[config.mk]
export PLATFORM = sky130hd
export DESIGN_NAME = gm_round
export DESIGN_NICKNAME = d
export VERILOG_FILES = /design/src/sv/gm_pkg.sv /design/src/sv/gm_round.sv
export SDC_FILE = /design/constraint.sdc
export NUM_CORES = 1
export LEC_CHECK = 0
export BUFFER_PORTS_ARGS = -buffer_cell sky130_fd_sc_hd__clkbuf_2
export CELL_PAD_IN_SITES_DETAIL_PLACEMENT = 1
export CELL_PAD_IN_SITES_GLOBAL_PLACEMENT = 1
export CORE_AREA = 2 2 150 152
export CTS_CLUSTER_SIZE = 14
export DETAILED_ROUTE_END_ITERATION = 16
export DIE_AREA = 0 0 152 154
export MAX_ROUTING_LAYER = met4
export PLACE_DENSITY_LB_ADDON = 0.1
export SYNTH_ARGS = -nofsm -noshare
export SYNTH_HDL_FRONTEND = slang
export SYNTH_SLANG_ARGS = --single-unit
[constraint.sdc]
create_clock -name clk -period 4.6 [get_ports clk]
set_clock_uncertainty 0.2 [all_clocks]
set_input_delay 0.46 -clock clk [delete_from_list [all_inputs] [get_ports clk]]
set_output_delay 0.46 -clock clk [all_outputs]
set_load 0.05 [all_outputs]
[src/sv/gm_pkg.sv]
// Shared types, S-box table and round helpers for the Magma block cipher.
package gm_pkg;

  localparam int ROUNDS      = 32;
  localparam int KEY_COUNT   = 8;
  localparam int CFG_IDX_W   = 4;
  localparam int ROT_AMOUNT  = 11;
  // first round of the reversed key order, per direction
  localparam int ENC_REV_START = 24;
  localparam int DEC_REV_START = 8;

  localparam logic OP_ENCRYPT = 1'b0;
  localparam logic OP_DECRYPT = 1'b1;

  typedef logic [KEY_COUNT-1:0][31:0] key_t;

  // one item in flight: direction plus the two Feistel halves
  typedef struct packed {
    logic        op;
    logic [31:0] n1;
    logic [31:0] n2;
  } stage_t;

  // configuration write beat
  typedef struct packed {
    logic                 valid;
    logic [CFG_IDX_W-1:0] index;
    logic [31:0]          data;
  } cfg_wr_t;

  localparam logic [3:0] SBOX [8][16] = '{
    '{4'hF, 4'hC, 4'h2, 4'hA, 4'h6, 4'h4, 4'h5, 4'h0,
      4'h7, 4'h9, 4'hE, 4'hD, 4'h1, 4'hB, 4'h8, 4'h3},
    '{4'hB, 4'h6, 4'h3, 4'h4, 4'hC, 4'hF, 4'hE, 4'h2,
      4'h7, 4'hD, 4'h8, 4'h0, 4'h5, 4'hA, 4'h9, 4'h1},
    '{4'h1, 4'hC, 4'hB, 4'h0, 4'hF, 4'hE, 4'h6, 4'h5,
      4'hA, 4'hD, 4'h4, 4'h8, 4'h9, 4'h3, 4'h7, 4'h2},
    '{4'h1, 4'h5, 4'hE, 4'hC, 4'hA, 4'h7, 4'h0, 4'hD,
      4'h6, 4'h2, 4'hB, 4'h4, 4'h9, 4'h3, 4'hF, 4'h8},
    '{4'h0, 4'hC, 4'h8, 4'h9, 4'hD, 4'h2, 4'hA, 4'hB,
      4'h7, 4'h3, 4'h6, 4'h5, 4'h4, 4'hE, 4'hF, 4'h1},
    '{4'h8, 4'h0, 4'hF, 4'h3, 4'h2, 4'h5, 4'hE, 4'hB,
      4'h1, 4'hA, 4'h4, 4'h7, 4'hC, 4'h9, 4'hD, 4'h6},
    '{4'h3, 4'h0, 4'h6, 4'hF, 4'h1, 4'hE, 4'h9, 4'h2,
      4'hD, 4'h8, 4'hC, 4'h4, 4'hB, 4'hA, 4'h5, 4'h7},
    '{4'h1, 4'hA, 4'h6, 4'h8, 4'hF, 4'hB, 4'h0, 4'h4,
      4'hC, 4'h3, 4'h5, 4'h9, 4'h7, 4'hD, 4'h2, 4'hE}
  };

  // key word used by round r for the given direction
  function automatic logic [2:0] key_index(input int r, input logic op);
    logic [2:0] rl;
    int         rev_start;
    rl        = 3'(r % KEY_COUNT);
    rev_start = (op == OP_DECRYPT) ? DEC_REV_START : ENC_REV_START;
    return (r < rev_start) ? rl : (3'(KEY_COUNT - 1) - rl);
  endfunction

  // nibble-wise substitution through S-box row
  function automatic logic [31:0] subst(input logic [31:0] x, input logic [2:0] row);
    logic [31:0] r;
    r = '0;
    for (int i = 0; i < 8; i++) begin
      r[4*i +: 4] = SBOX[row][x[4*i +: 4]];
    end
    return r;
  endfunction

  // rotate left by the round rotation amount
  function automatic logic [31:0] rotl(input logic [31:0] x);
    return {x[31-ROT_AMOUNT:0], x[31:32-ROT_AMOUNT]};
  endfunction

endpackage

[src/sv/gm_round.sv]
// One Feistel round as a pipeline stage with its own valid/ready.
module gm_round #(
  parameter int ROUND = 0
) (
  input  logic           clk,
  input  logic           rst,
  input  gm_pkg::key_t   keys,
  input  logic           in_valid,
  output logic           in_ready,
  input  gm_pkg::stage_t in_data,
  output logic           out_valid,
  input  logic           out_ready,
  output gm_pkg::stage_t out_data
);

  logic [2:0]     kidx;
  logic [31:0]    sum;
  logic [31:0]    f;
  gm_pkg::stage_t res;

  // round function: add key, substitute, rotate, mix into other half
  always_comb begin
    kidx    = gm_pkg::key_index(ROUND, in_data.op);
    sum     = in_data.n1 + keys[kidx];
    f       = gm_pkg::rotl(gm_pkg::subst(sum, kidx));
    res.op  = in_data.op;
    res.n1  = f ^ in_data.n2;
    res.n2  = in_data.n1;
  end

  // stage takes a beat when empty or when its beat moves on
  assign in_ready = !out_valid || out_ready;

  always_ff @(posedge clk) begin
    if (rst) begin
      out_valid <= 1'b0;
    end else if (in_ready) begin
      out_valid <= in_valid;
    end
  end

  always_ff @(posedge clk) begin
    if (in_ready && in_valid) begin
      out_data <= res;
    end
  end

endmodule

==> impl_metrics.tcl <==
set metrics [dict create \
    fmax_mhz 243.6 \
    ys_ff_latch 66 \
    die_area_mm2 0.02341 \
    cts.repair.resized 0 \
    fillers 2511 \
    power.leakage_nw 3.171 \
    cts_buffer_depth 2 \
    holdBufCountCts 0 \
    post_cts.repair.setup_buffers 0 \
    final_antenna_net_count 0 \
    grt_start_max_net_pins 66 \
    finalCritPeriodShare_pct 89.23 \
    numPortBuffers 167 \
    worst_slew_pin_slew_ns 0.9406 \
    drv_cap 0 \
    r2r_setup_slack_ns 2.74 \
    multi_input_area_mm2 0.003324 \
    fp-row-count 54 \
    initial_core_util_pct 24.98 \
    arrival_ns 4.00 \
    grt_remaining_overflow 0 \
    netlist_area_mm2 0.005418 \
    cts_tree "yes" \
    drcViolationCount 0 \
    drv_slew 0 \
    critPathLaunchType "input port" \
    grt_pass1_vias 4946 \
    ys_seq_area_share_pct 36.40 \
    rr_startpoint "out_valid" \
    peakVddDrop_mv 0.1741 \
    die_y_um 154 \
    cts_buffers 9 \
    reg2reg_depth 2 \
    synth_fp_nets 904 \
    whs_path_depth 2 \
    drive_gt1_share_pct 31.34 \
    drt_iter0_drc 198 \
    core_area_mm2 0.02169 \
    grt_setup_unrepaired "false" \
    antenna_found_initial 1 \
    synthDominantCellAreaShare_pct 36.03 \
    fp.dieW_um 152 \
    slew_headroom_pct 37.30 \
    synth-async-reset-ratio_pct 0 \
    crit_type "in2reg" \
    clock_sinks 66 \
    r2r_end "out_data[16]" \
    seq_area_mm2 0.001972 \
    postPlaceCellArea_mm2 0.006610 \
    drt-total-wl_um 18150 \
    yosys.area.top_type "edfxtp_1" \
    gp_congestion 0.7797 \
    crit_fanout 5 \
    synth_warnings 0 \
    cts_max_level 3 \
    worst_ep_required_time_ns 4.50 \
    final_area_mm2 0.006899 \
    synthCells 504 \
    finalSetupTns_ns 0 \
    yosysUniqueCellTypes 62 \
    min_path_type "in2reg" \
    power_density_mw_per_mm2 417.0 \
    synth_edf_count 65 \
    vias 4464 \
    hold_violations 0 \
    final_util_pct 31.81 \
    fin_crit_ns 4.105 \
    cts-root-buf "clkbuf_16" \
    critPathCaptureType "flop" \
    startpoint "in_data[32]" \
    synth_area_leaders "edfxtp_1, ha_1, xnor2_1, xor2_1, a21oi_1" \
    outcome "completed" \
    dpl.hpwl_um 14570 \
    ys.flop_type "edfxtp_1" \
    pin_count 392 \
    drt_first_pass_iters 4 \
    path_clk_slew_ns 0.06 \
    syn_area_per_cell_um2 10.75 \
    routed_via_density 4.616 \
    grt_pass1_wl_um 28520 \
    cp-endpoint "out_data[40]" \
    worstSkewPairLatency_ns 0.34 \
    routedWlPerCell_um 18.77 \
    syn2layout_area_growth_pct 27.34 \
    total_power_w 0.002877 \
    finalNetCount 1081 \
    grtUsageTotal_pct 16.40 \
    finalSetupViolCount 0 \
]
[final cells by class]
type,count,share of cell area [%]
tap,280,5.078
clock buffer,10,3.319
timing repair buffer,169,12.33
clock inverter,6,0.8342
antenna,1,0.03627
sequential,66,28.58
inverter,30,1.632
multi-input combinational,405,48.19
[synth_stat cells, drive strengths merged, types with 4 or more instances]
master  count
nand3       8
nor3       13
o21a        4
a21o       16
a31oi       4
and2        7
nor2b       6
xnor2      33
a21oi      49
edfxtp     65
mux2i      18
nand4       4
ha         74
o21ai      27
o211ai      8
and3        5
mux2        4
nor2       25
nand2      20
xor2       30
o311ai      4
a211oi      9
nand2b      6
inv        30
[state kept, by name (all words and copies together), names as in the netlist]
signal	count
out_data	65
out_valid	1
[routing by layer]
layer	track usage (%)	routed length (um)	up-vias
met1	21.64	8890	2134
met3	6.849	1482	7
met2	23.53	7632	111
met4	3.338	148	0
met5	-	0	-
li1	-	-	2212
[cell usage in the layout, fill, tap and decap left out, types with 3 or more instances in the layout]
cell         n
a211oi_1     7
a21o_1      16
a21oi_1     46
a31oi_1      3
and2_1       5
and3_1       5
clkbuf_16    9
clkbuf_2   167
clkinv_2     4
edfxtp_1    65
ha_1        74
inv_1       30
mux2_2       4
mux2i_1     18
nand2_1     20
nand2b_1     6
nand3_1      8
nand4_1      4
nor2_1      24
nor2b_1      6
nor3_1      13
o211ai_1     6
o21a_1       4
o21ai_0     20
o21ai_1      7
o21bai_1     3
xnor2_1     27
xnor2_2      5
xor2_1      27
xor2_2       3
[how the worst min path moves through the flow]
| stage | startpoint | endpoint | slack, ns |
|---|---|---|---|
| 3_5_place_dp | out_valid | out_valid | 0.37 |
| 3_3_place_gp | out_valid | out_valid | 0.36 |
| 2_1_floorplan | rst | out_valid | 0.33 |
| 5_1_grt | rst | out_valid | 0.06 |
| 6_report | rst | out_valid | 0.07 |
| 4_1_cts | rst | out_valid | 0.06 |
[stage by stage]
| step | hold slack, ns | std cells | setup slack [ns] |
|---|---|---|---|
| 6_report | 0.06853 | 967 | 0.4955 |
| 5_1_grt | 0.06440 | 967 | 0.08234 |
| 4_1_cts | 0.06088 | 966 | 0.3896 |
| 3_5_place_dp | 0.3673 | 950 | 0.04338 |
| 3_3_place_gp | 0.3557 | 950 | 0.1381 |
| 2_1_floorplan | 0.3291 | 504 | 0.8175 |
[cells by family (layout without fill, tap and decap cells)]
group | Yosys count | count (layout) | synth area share, %
DFF | 66 | 66 | 36.40
xor gates and xnor gates | 63 | 63 | 11.64
and+or+nand+nor | 105 | 105 | 10.02
buffers and inverters | 33 | 215 | 2.286
muxes | 22 | 22 | 4.157
other | 0 | 1 | 0
AOI/OAI and AO/OA | 140 | 140 | 18.04
adders and majority gates | 75 | 75 | 17.46
[report_power, final]
| group | leakage (nW) | switching, W | internal, W |
|---|---|---|---|
| clock network | 0.142 | 0.000294 | 0.000417 |
| registers | 0.637 | 0.0000305 | 0.000794 |
| logic | 2.39 | 0.000903 | 0.000439 |
| total | 3.17 | 0.00123 | 0.00165 |
[critical path, cell delays in order]
cell and delay [ns]:
clkbuf_2 0.10, ha_1 0.18, inv_1 0.06, fa_1 0.42, nand2b_1 0.21, a21oi_2 0.21
o211ai_2 0.15, a211oi_2 0.34, nor2_2 0.12, o311ai_1 0.37, xor2_1 0.36, inv_1 0.19
ha_1 0.24, nor4b_1 0.35, a221o_1 0.19, xnor2_1 0.06
Note: power is estimated with default switching activity, not from simulation.
