===== src/sv/gm_pkg.sv =====
// Shared types, S-box table and round helpers for the Magma block cipher.
package gm_pkg;

  localparam int ROUNDS      = 32;
  localparam int KEY_COUNT   = 8;
  localparam int CFG_IDX_W   = 4;
  localparam int ROT_AMOUNT  = 11;
  // first round of the reversed key order, per direction
  localparam int ENC_REV_START = 24;
  localparam int DEC_REV_START = 8;

  localparam logic OP_ENCRYPT = 1'b0;
  localparam logic OP_DECRYPT = 1'b1;

  typedef logic [KEY_COUNT-1:0][31:0] key_t;

  // one item in flight: direction plus the two Feistel halves
  typedef struct packed {
    logic        op;
    logic [31:0] n1;
    logic [31:0] n2;
  } stage_t;

  // configuration write beat
  typedef struct packed {
    logic                 valid;
    logic [CFG_IDX_W-1:0] index;
    logic [31:0]          data;
  } cfg_wr_t;

  localparam logic [3:0] SBOX [8][16] = '{
    '{4'hF, 4'hC, 4'h2, 4'hA, 4'h6, 4'h4, 4'h5, 4'h0,
      4'h7, 4'h9, 4'hE, 4'hD, 4'h1, 4'hB, 4'h8, 4'h3},
    '{4'hB, 4'h6, 4'h3, 4'h4, 4'hC, 4'hF, 4'hE, 4'h2,
      4'h7, 4'hD, 4'h8, 4'h0, 4'h5, 4'hA, 4'h9, 4'h1},
    '{4'h1, 4'hC, 4'hB, 4'h0, 4'hF, 4'hE, 4'h6, 4'h5,
      4'hA, 4'hD, 4'h4, 4'h8, 4'h9, 4'h3, 4'h7, 4'h2},
    '{4'h1, 4'h5, 4'hE, 4'hC, 4'hA, 4'h7, 4'h0, 4'hD,
      4'h6, 4'h2, 4'hB, 4'h4, 4'h9, 4'h3, 4'hF, 4'h8},
    '{4'h0, 4'hC, 4'h8, 4'h9, 4'hD, 4'h2, 4'hA, 4'hB,
      4'h7, 4'h3, 4'h6, 4'h5, 4'h4, 4'hE, 4'hF, 4'h1},
    '{4'h8, 4'h0, 4'hF, 4'h3, 4'h2, 4'h5, 4'hE, 4'hB,
      4'h1, 4'hA, 4'h4, 4'h7, 4'hC, 4'h9, 4'hD, 4'h6},
    '{4'h3, 4'h0, 4'h6, 4'hF, 4'h1, 4'hE, 4'h9, 4'h2,
      4'hD, 4'h8, 4'hC, 4'h4, 4'hB, 4'hA, 4'h5, 4'h7},
    '{4'h1, 4'hA, 4'h6, 4'h8, 4'hF, 4'hB, 4'h0, 4'h4,
      4'hC, 4'h3, 4'h5, 4'h9, 4'h7, 4'hD, 4'h2, 4'hE}
  };

  // key word used by round r for the given direction
  function automatic logic [2:0] key_index(input int r, input logic op);
    logic [2:0] rl;
    int         rev_start;
    rl        = 3'(r % KEY_COUNT);
    rev_start = (op == OP_DECRYPT) ? DEC_REV_START : ENC_REV_START;
    return (r < rev_start) ? rl : (3'(KEY_COUNT - 1) - rl);
  endfunction

  // nibble-wise substitution through S-box row
  function automatic logic [31:0] subst(input logic [31:0] x, input logic [2:0] row);
    logic [31:0] r;
    r = '0;
    for (int i = 0; i < 8; i++) begin
      r[4*i +: 4] = SBOX[row][x[4*i +: 4]];
    end
    return r;
  endfunction

  // rotate left by the round rotation amount
  function automatic logic [31:0] rotl(input logic [31:0] x);
    return {x[31-ROT_AMOUNT:0], x[31:32-ROT_AMOUNT]};
  endfunction

endpackage


===== src/sv/gm_key_regs.sv =====
// Round-key register file, written through the configuration port.
module gm_key_regs (
  input  logic           clk,
  input  logic           rst,
  input  gm_pkg::cfg_wr_t cfg,
  output gm_pkg::key_t   keys
);

  // indexes past the last key word are dropped
  always_ff @(posedge clk) begin
    if (rst) begin
      keys <= '0;
    end else if (cfg.valid &&
                 (cfg.index < gm_pkg::CFG_IDX_W'(gm_pkg::KEY_COUNT))) begin
      keys[cfg.index[2:0]] <= cfg.data;
    end
  end

endmodule


===== config.mk =====
export PLATFORM = sky130hd
export DESIGN_NAME = gm_key_regs
export DESIGN_NICKNAME = d
export VERILOG_FILES = /design/src/sv/gm_pkg.sv /design/src/sv/gm_key_regs.sv
export SDC_FILE = /design/constraint.sdc
export NUM_CORES = 1
export LEC_CHECK = 0
export ABC_AREA = 0
export BUFFER_PORTS_ARGS = -buffer_cell sky130_fd_sc_hd__buf_2
export CORE_ASPECT_RATIO = 0.5
export CORE_MARGIN = 4
export CORE_UTILIZATION = 30
export CTS_BUF_LIST = sky130_fd_sc_hd__clkbuf_4 sky130_fd_sc_hd__clkbuf_8
export CTS_CLUSTER_DIAMETER = 30
export CTS_CLUSTER_SIZE = 40
export DETAILED_ROUTE_END_ITERATION = 10
export PLACE_DENSITY = 0.54
export SETUP_SLACK_MARGIN = 0.3
export SKIP_LAST_GASP = 1
export SLEW_MARGIN = 25
export SYNTH_ARGS = -nofsm -noshare
export SYNTH_HDL_FRONTEND = slang
export SYNTH_SLANG_ARGS = --single-unit

===== constraint.sdc =====
create_clock -name clk -period 1.29 [get_ports clk]
set_clock_uncertainty 0.05 [all_clocks]
set_input_delay 0.1935 -clock clk [delete_from_list [all_inputs] [get_ports clk]]
set_output_delay 0.1935 -clock clk [all_outputs]
set_load 0.02 [all_outputs]

==> flow_summary_export.csv, run 1 <==
group,metric,value,unit
floorplan,die-area,36490,sq um
timing,fmax,772.1,MHz
clocking,htreeDepth,2,
worst_setup_path,r2r_start,"keys[241]",
synth,synth_top_family_by_area,"multiplexers",
cells_and_area,area_delta_synth_final,70.19,%
synth,synthSimpleGateAreaFrac,0.1899,
cells_and_area,fin_nets,1418,
global_routing,grt_pass1_vias,8607,
timing,tightestPinTransition,0.4728,ns
cells_and_area,fill_cells,2749,
route,drt-total-wl,34420,um
synth,syn_inst,904,
synth,synth.top_cells.by_count,"nand2b_1 (288), dfxtp_1 (256), mux2i_1 (256)",
synth,synth_nets,943,
synth,synth_area,9997,sq um
worst_setup_path,critical_path.max_stage_delay,0.37,ns
placed_design,globalplace.congestion,0.7828,
global_routing,grt_max_degree,44,
route,drc_errors,0,
synth,synth-edff-count,0,
floorplan,die_h,137.1,um
pwr,power,17.87,mW
synth,async_flop_share,0,
synth,synth-compound-area-share,0,
synth,yosysUniqueCellTypes,17,
worst_setup_path,r2r_cells,4,
route,wl_per_cell,18.64,um
synth,synthAdderAreaFrac,0,
clocking,cts_buffer_depth,3,
worst_setup_path,worstSetupPathType,"reg -> out",
hold_path,min_path_type,"in -> reg",
cells_and_area,seqCellArea,5455,sq um
global_routing,grt_overflow,0,
hold_path,min_from,"cfg[21]",
timing,fin_crit,1.295,ns
cells_and_area,drive_gt1_frac,0.6194,
floorplan,core_area,32230,sq um
synth,synth_xor_area_frac,0,
status,status,"finished with violations",
hold_path,holdPathStages,4,
cells_and_area,regMostFlops,"keys",
pwr,p_leak,8.634,nW
route,postRouteAntennaNets,0,
worst_setup_path,critPathRequiredTime,1.05,ns
placed_design,dp_cells,1608,
placed_design,port_buffers,294,
route,vias_per_cell,4.410,
timing,setup_ws,-0.005177,ns
clocking,clkLatencyLatePin,0.56,ns
synth,synth-seq-cells,256,
worst_setup_path,crit_path_max_fanout,2,
cells_and_area,top_regs,"keys x256",
pwr,power.density,1050,nW/um^2
route,dr_total_vias,8145,
placed_design,dp_hpwl,22590,um
synth,synth.yosys.warnings,0,
synth,seq_area_frac_synth,0.5126,
global_routing,track_usage,0.1793,
synth,ys.flop_type,"dfxtp_1",
global_routing,grt_pass1_wl,50720,um
cells_and_area,largest_reg_flops,256,
floorplan,row_count,46,
worst_setup_path,end_kind,"primary output",
timing,post-route-period-util,1.004,
clocking,cts_root_buf,"clkbuf_8",
worst_setup_path,cp_data_arrival_time,1.05,ns
status,violations,"negative setup slack",
cells_and_area,multi_input_area,4785,sq um
pwr,peakVddDrop,0.6281,mV
timing,drv_slew,0,
worst_setup_path,start_kind,"flip-flop",
clocking,cts-buffers-inserted,43,
timing,maxSlewHeadroom,0.6848,
cells_and_area,fin_cells,1847,
clocking,clock_sinks,256,
worst_setup_path,r2r_slack,0.37,ns
worst_setup_path,timing.rr.end,"keys[241]",
placed_design,dpl_cell_area,12860,sq um
synth,synth.avg_cell_area,11.06,sq um
hold_path,min_to,"keys[117]",
synth,synthTopCellsByArea,"dfxtp_1 (51%), mux2i_1 (26%), nand2b_1 (18%)",
synth,synth_top_area_cell,"dfxtp_1",
global_routing,antenna_found_initial,4,
synth,muxShareOfSynthArea,0.2563,
floorplan,start_util,0.3102,
cells_and_area,design_area,17010,sq um
timing,setup_viol,1,
worst_setup_path,crit_buf_inv,1,
floorplan,die_w,266.2,um
synth,yosysMostFrequentCell,"nand2b_1",
floorplan,io_pins,295,
flow_run,maxCapViolations,0,
timing,hold_viol,0,
worst_setup_path,cpMaxStageDelayCell,"dfxtp_2",
clocking,tritoncts,"built",
route,drtPass1Iterations,4,
worst_setup_path,crit_family,"flip-flops",
synth,yosysTopAreaCellShare,0.5126,
worst_setup_path,path_cells,"buf_6",
route,drtIter0Drc,320,
timing,grt_setup_unrepaired,"true",
clocking,clkTransAtPathRegs,0.08,ns
cells_and_area,final_util,0.5279,
==> cell type report <==
class                           count  share of cell area
Sequential cell                   256              0.3206
Multi-Input combinational cell    559              0.2812
Clock buffer                       57             0.04390
Antenna cell                        4           0.0005883
Clock inverter                     20             0.01324
Timing Repair Buffer              519              0.3086
Tap cell                          432             0.03177
==> how the worst max path moves through the flow <==
stage,cells after the start,endpoint,from,slack (ns)
detailed placement,5,keys[45],cfg[35],-0.12
floorplan,4,keys[21],cfg[35],0.07
global route,1,keys[132],keys[132],-0.06
CTS,1,keys[224],keys[224],-0.06
global placement,6,keys[82],cfg[35],-0.09
finish,1,keys[132],keys[132],-0.005
==> through the flow <==
stage,TNS [ns],hold WS (ns),worst slack [ns]
3_3_place_gp,-11.07,0.4070,-0.09055
5_1_grt,-4.802,0.02550,-0.06000
3_5_place_dp,-15.01,0.4099,-0.1158
6_report,-0.005177,0.04425,-0.005177
4_1_cts,-2.970,0.002611,-0.05610
2_1_floorplan,0,0.3666,0.07199
==> report_power, final <==
group	total, mW	leakage (nW)	switching (mW)	internal [mW]
Sequential	8.09	2.20	0.0799	8.01
Clock	8.25	0.500	3.61	4.65
Combinational	1.52	5.94	0.696	0.824
Total	17.9	8.63	4.39	13.5
==> routing by layer <==
metal  routed length (um)  global-route usage  vias up
met2                17790              0.3239      177
met3                 1243             0.03485      103
met1                13690              0.2029     3956
met5                    0                   0        -
li1                     -                   -     3909
met4                 1691             0.09443        0
==> repair_timing <==
item,4_1_cts,5_1_grt
gates cloned,0,0
setup buffers,70,66
endpoints found under the hold margin,129,0
hold buffers,22,0
endpoints found under the setup margin,256,267
gates resized for setup,772,1
==> logic make-up (layout without fill, tap and decap cells) <==
group	Yosys count	in the layout
other	0	4
AND/OR/NAND/NOR	303	303
buffers and inverters	89	596
flip-flops	256	256
multiplexers	256	256
==> layout by cell type (no fill, tap or decap), drive strengths merged <==
cell and instances:
nand2 6, nor3b 1, clkinv 9, nor2b 2, and3b 1, inv 3
mux2i 256, dlygate4sd3 21, nand3 2, nand2b 288, and2 2, clkinvlp 4
buf 497, dfxtp 256, bufinv 4, clkbuf 57, nor2 1, diode 4
dlymetal6s4s 1
Power figures use the tool's default switching activity.
==> run 2, diff against run 1 <==
--- a/config.mk
+++ b/config.mk
@@ -14,7 +14,7 @@
 export CTS_CLUSTER_DIAMETER = 30
 export CTS_CLUSTER_SIZE = 40
 export DETAILED_ROUTE_END_ITERATION = 10
-export PLACE_DENSITY = 0.54
+export PLACE_DENSITY = 0.52
 export SETUP_SLACK_MARGIN = 0.3
 export SKIP_LAST_GASP = 1
 export SLEW_MARGIN = 25
==> constraint.sdc (replaced) <==
create_clock -name clk -period 1.55 [get_ports clk]
set_clock_uncertainty 0.05 [all_clocks]
set_input_delay 0.2325 -clock clk [delete_from_list [all_inputs] [get_ports clk]]
set_output_delay 0.2325 -clock clk [all_outputs]
set_load 0.02 [all_outputs]
==> run 2 against run 1 <==
The run now ends clean. Register-to-register slack improved by 0.29 ns. Sequential power fell by 17%. Via count fell by 6.5%. Global-route usage fell by 1.4 points. Hold slack improved by 0.031 ns. Core utilization fell by 4.1 points. Total power fell by 18%. Sequential cell count did not move. Cell area fell by 7.9%. Count of clock-buffer cells in the layout fell by 12. Sequential share of layout area rose by 2.7 points. Combinational power fell by 34%. Critical path type unchanged. Critical endpoint is now keys[188].
==> flow_summary_export.csv, run 2 (same netlist as run 1, synthesis figures left out) <==
group,metric,value,unit
status,status,"finished clean",
floorplan,row_count,46,
timing,post-route-period-util,0.8611,
pwr,p_sw_frac,0.2600,
pwr,combPwrFrac,0.068,
pwr,peakVddDrop,0.4545,mV
cells_and_area,largest_reg_flops,256,
global_routing,grt_pass1_vias,7840,
timing,hold_ws,0.07486,ns
route,drc_errors,0,
worst_setup_path,end_kind,"primary output",
route,drt-total-wl,32050,um
placed_design,port_buffers,294,
worst_setup_path,crit_buf_inv,1,
cells_and_area,area_delta_synth_final,56.82,%
floorplan,start_util,0.3102,
placed_design,globalplace.congestion,0.7571,
timing,hold_viol,0,
route,postRouteAntennaNets,0,
pwr,seq_power_share,0.457,
timing,grt_setup_unrepaired,"true",
clocking,tritoncts,"built",
timing,fin_crit,1.335,ns
route,drtIter0Drc,271,
global_routing,track_usage,0.1658,
cells_and_area,fin_cells,1738,
worst_setup_path,path_cells,"buf_6",
pwr,power,14.74,mW
worst_setup_path,r2r_start,"keys[49]",
cells_and_area,drive_gt1_frac,0.5775,
pwr,clockPowerShare,0.475,
route,dr_total_vias,7612,
flow_run,maxCapViolations,0,
cells_and_area,final_common_cell,"nand2b_1",
hold_path,min_path_type,"in -> reg",
timing,maxSlewHeadroom,0.6778,
global_routing,grt_pass1_wl,47040,um
worst_setup_path,critPathRequiredTime,1.27,ns
global_routing,antenna_found_initial,2,
placed_design,dp_cells,1568,
floorplan,core_area,32230,sq um
worst_setup_path,critical_path.max_stage_delay,0.37,ns
timing,tightestPinTransition,0.4833,ns
cells_and_area,top_regs,"keys x256",
worst_setup_path,worstSetupPathType,"reg -> out",
global_routing,gr-usage-met2,0.3111,
clocking,clkTransAtPathRegs,0.09,ns
timing,finalSetupTns,0,ns
clocking,cts-buffers-inserted,41,
floorplan,die-area,36490,sq um
pwr,p_leak,7.830,nW
clocking,clock_sinks,256,
worst_setup_path,cpMaxStageDelayCell,"dfxtp_2",
floorplan,io_pins,295,
clocking,cts_root_buf,"clkbuf_8",
global_routing,use_met3,0.03323,
global_routing,grt_use_met1,0.1908,
timing,setup_viol,0,
worst_setup_path,crit_path_max_fanout,2,
timing,drv_slew,0,
clocking,cts_buffer_depth,3,
floorplan,die_w,266.2,um
worst_setup_path,cp_data_arrival_time,1.05,ns
route,drtPass1Iterations,4,
pwr,internal-power,10.91,mW
global_routing,grt_most_used_layer,"met2",
cells_and_area,fin_nets,1310,
timing,fmax,749.2,MHz
hold_path,min_from,"cfg[30]",
worst_setup_path,crit_family,"flip-flops",
worst_setup_path,start_kind,"flip-flop",
cells_and_area,regMostFlops,"keys",
worst_setup_path,cp-startpoint,"keys[188]",
cells_and_area,layout_common_cells,"nand2b_1 (288), buf_6 (257), mux2i_1 (256), dfxtp_2 (256), buf_4 (100)",
floorplan,die_h,137.1,um
placed_design,dp_hpwl,21910,um
pwr,power.density,940.2,nW/um^2
clocking,htreeDepth,2,
route,wl_per_cell,18.44,um
global_routing,grt_max_degree,77,
global_routing,grt_overflow,0,
clocking,clkLatencyLatePin,0.54,ns
pwr,p_switching,3.833,mW
route,vias_per_cell,4.380,
## run 2: cell count changes in the layout (fill, tap and decap cells not counted), moves of 4 or more
cell / delta
clkbuf_8: -6
buf_12: -15
clkinv_4: +6
dfxtp_4: -4
dfxtp_2: +4
nand2b_4: -33
clkinv_2: -7
buf_4: -69
dlygate4sd3_1: -21
nand2b_1: +33
clkbuf_4: -6
inv_6: +5
## run 2: repair_timing
action	in CTS	in global routing
resized for setup	768	0
pin swaps	0	0
hold buffers	0	0
gates cloned	0	0
buffers inserted	36	56
setup endpoints to repair	256	256
hold endpoints to repair	0	0
## run 2: power by group through the flow
stage          Sequential, mW  Clock, mW  Combinational [mW]
2_1_floorplan            6.96          0               0.442
3_3_place_gp             6.85          0               0.862
5_1_grt                  6.74       7.53                1.06
6_report                 6.73       7.01               0.999
3_5_place_dp             6.85          0               0.870
4_1_cts                  6.73       7.26               0.987
## run 2: worst reg2reg max path: cells and delay by family (launching register included)
family	cells	cell delay, ns
DFF	1	0.33
and+or+nand+nor	1	0.06
buffers and inverters	2	0.25
muxes	1	0.07
## run 2: layout make-up
class / instances / area [sq um]
sequential: 256 / 5445
timing repair buffer: 413 / 4210
fill: 2916 / 16550
antenna: 2 / 5.005
tap: 432 / 540.5
clock buffer: 45 / 619.3
multi-input combinational: 559 / 4476
clock inverter: 31 / 381.6
## run 2: final timing paths
path	to	slack, ns	cells past startpoint
max	keys[188]	0.22	1
min	keys[94]	0.07	4
min reg2reg	keys[102]	0.43	2
max reg2reg	keys[49]	0.66	4
## run 2: stage by stage
step,worst slack (ns),cell area [sq um],util
after detailed placement,0.06038,12060,0.3741
after global placement,0.1007,12060,0.3741
after floorplan,0.2930,10010,-
after CTS,0.1570,15250,0.4732
final,0.2153,15680,0.4864
after global routing,0.1569,15680,0.4864
## run 2: routing by layer
layer  part of all wire  wire length, um
met5                  0                0
met4              0.021              680
met2               0.54            17310
met1               0.40            12820
met3              0.039             1239
==> run 3, diff against run 2 <==
--- a/config.mk
+++ b/config.mk
@@ -8,13 +8,12 @@
 export ABC_AREA = 0
 export BUFFER_PORTS_ARGS = -buffer_cell sky130_fd_sc_hd__buf_2
 export CORE_ASPECT_RATIO = 0.5
-export CORE_MARGIN = 4
-export CORE_UTILIZATION = 30
+export CORE_UTILIZATION = 50
 export CTS_BUF_LIST = sky130_fd_sc_hd__clkbuf_4 sky130_fd_sc_hd__clkbuf_8
 export CTS_CLUSTER_DIAMETER = 30
 export CTS_CLUSTER_SIZE = 40
 export DETAILED_ROUTE_END_ITERATION = 10
-export PLACE_DENSITY = 0.52
+export PLACE_DENSITY = 0.79
 export SETUP_SLACK_MARGIN = 0.3
 export SKIP_LAST_GASP = 1
 export SLEW_MARGIN = 25
==> constraint.sdc (replaced) <==
create_clock -name clk -period 1.55 [get_ports clk]
set_clock_uncertainty 0.05 [all_clocks]
set_input_delay 0.2325 -clock clk [delete_from_list [all_inputs] [get_ports clk]]
set_output_delay 0.2325 -clock clk [all_outputs]
set_load 0.1 [all_outputs]
==> run 3 against run 2 <==
Global-route usage up 16 points. Core utilization up 42 points. Fmax down 3.6%. Final cell count fell by 9.7%. Hold slack improved by 0.053 ns. Via count is 13% higher. Combinational power grew 73%. Sequential power decreased by 0.7%. Sequential cell count unchanged. Die area down 44%. Critical path depth did not move. First-iteration DRC count up 49%. Largest cell class is now buffers. Largest power group is now registers. Highest routed layer unchanged.
==> flow_summary_export.csv, run 3 (same netlist as run 1, synthesis figures left out) <==
group,metric,value,unit
route,wl_met3,2296,um
route,postRouteAntennaNets,0,
placed_design,port_buffers,294,
timing,fmax,722.3,MHz
timing,tightestPinTransition,0.5403,ns
placed_design,globalplace.congestion,0.7746,
route,vias_per_cell,5.459,
timing,post-route-period-util,0.8932,
floorplan,die_h,102.0,um
worst_setup_path,end_kind,"primary output",
clocking,cts-buffers-inserted,36,
global_routing,track_usage,0.3299,
timing,finalSetupTns,0,ns
route,wl_met2,20930,um
route,drtPass1Iterations,5,
clocking,cts_buffer_depth,3,
timing,setup_ws,0.1655,ns
cells_and_area,n_antenna_cell,0,
cells_and_area,area_delta_synth_final,76.15,%
clocking,tritoncts,"built",
floorplan,die-area,20600,sq um
global_routing,grt_pass1_vias,8765,
worst_setup_path,crit_family,"flip-flops",
worst_setup_path,path_cells,"buf_12",
placed_design,pre_cts_slack,0.04122,ns
cells_and_area,fin_cells,1569,
global_routing,grt_pass1_wl,52030,um
clocking,cts_root_buf,"clkbuf_8",
cells_and_area,final_util,0.9029,
route,dr_total_vias,8565,
cells_and_area,top_regs,"keys x256",
worst_setup_path,critical_path.max_stage_delay,0.39,ns
hold_path,min_path_type,"in -> reg",
placed_design,dp_hpwl,17840,um
timing,hold_viol,0,
route,wl_met1,15460,um
cells_and_area,layout_common_cells,"nand2b_1 (288), buf_12 (264), mux2i_1 (256), dfxtp_2 (197), buf_4 (125)",
route,drt-total-wl,40880,um
clocking,clkTransAtPathRegs,0.09,ns
cells_and_area,fin_nets,1318,
pwr,power.density,827.8,nW/um^2
floorplan,core_area,19500,sq um
route,drc_errors,0,
floorplan,die_w,202.0,um
route,drtIter0Drc,403,
worst_setup_path,crit_buf_inv,1,
placed_design,dp_cells,1406,
timing,drv_slew,0,
global_routing,grt_overflow,0,
floorplan,start_util,0.5126,
global_routing,antenna_found_initial,0,
cells_and_area,regMostFlops,"keys",
route,wl_per_cell,26.05,um
worst_setup_path,cpMaxStageDelayCell,"dfxtp_2",
placed_design,dpl_cell_area,12060,sq um
clocking,clock_sinks,256,
global_routing,grt_max_degree,83,
pwr,power,14.58,mW
worst_setup_path,worstSetupPathType,"reg -> out",
worst_setup_path,crit_path_max_fanout,2,
worst_setup_path,critPathRequiredTime,1.27,ns
cells_and_area,drive_gt1_frac,0.5771,
floorplan,io_pins,295,
timing,fin_crit,1.384,ns
timing,grt_setup_unrepaired,"true",
clocking,clkLatencyLatePin,0.51,ns
route,highest_layer,"met4",
timing,setup_viol,0,
worst_setup_path,cp_data_arrival_time,1.10,ns
floorplan,row_count,36,
cells_and_area,largest_reg_flops,256,
cells_and_area,final_common_cell,"nand2b_1",
cells_and_area,design_area,17610,sq um
clocking,htreeDepth,2,
timing,hold_ws,0.1277,ns
timing,maxSlewHeadroom,0.6398,
pwr,p_leak,8.267,nW
pwr,peakVddDrop,0.7027,mV
flow_run,maxCapViolations,0,
status,status,"finished clean",
worst_setup_path,start_kind,"flip-flop",
[run 3: changes by cell type in the layout (fill, tap and decap cells not counted), sizes merged]
cell / change
buf: +13
bufinv: -1
clkbuf: -3
clkinv: -3
clkinvlp: +1
diode: -2
inv: -8
[run 3: metal layers]
layer,GRT usage,vias up
li1,-,3688
met5,0,-
met4,0.1597,0
met3,0.06856,142
met2,0.6117,414
met1,0.3687,4321
[run 3: final timing paths]
kind	slack (ns)	start	endpoint	cells after the start
setup / recovery	0.17	keys[117]	keys[117]	1
hold / removal	0.13	cfg[13]	keys[109]	4
setup reg to reg	0.53	keys[192]	keys[192]	3
hold reg to reg	0.45	keys[75]	keys[75]	2
[run 3: area by class of cell]
| class | instances | area (sq um) |
|---|---|---|
| Timing Repair Buffer | 426 | 6409 |
| Sequential cell | 256 | 5593 |
| Multi-Input combinational cell | 559 | 4476 |
| Fill cell | 676 | 1894 |
| Clock buffer | 42 | 559.3 |
| Tap cell | 266 | 332.8 |
| Clock inverter | 20 | 240.2 |
[run 3: repair_timing]
item / CTS / global route
hold buffers: 0 / 0
setup buffers: 40 / 61
endpoints found under the setup margin: 256 / 256
gates resized for setup: 945 / 139
[run 3: where the power goes]
group,switching [mW],internal [mW]
Sequential,0.105,6.58
Combinational,1.09,0.645
Clock,3.00,3.16
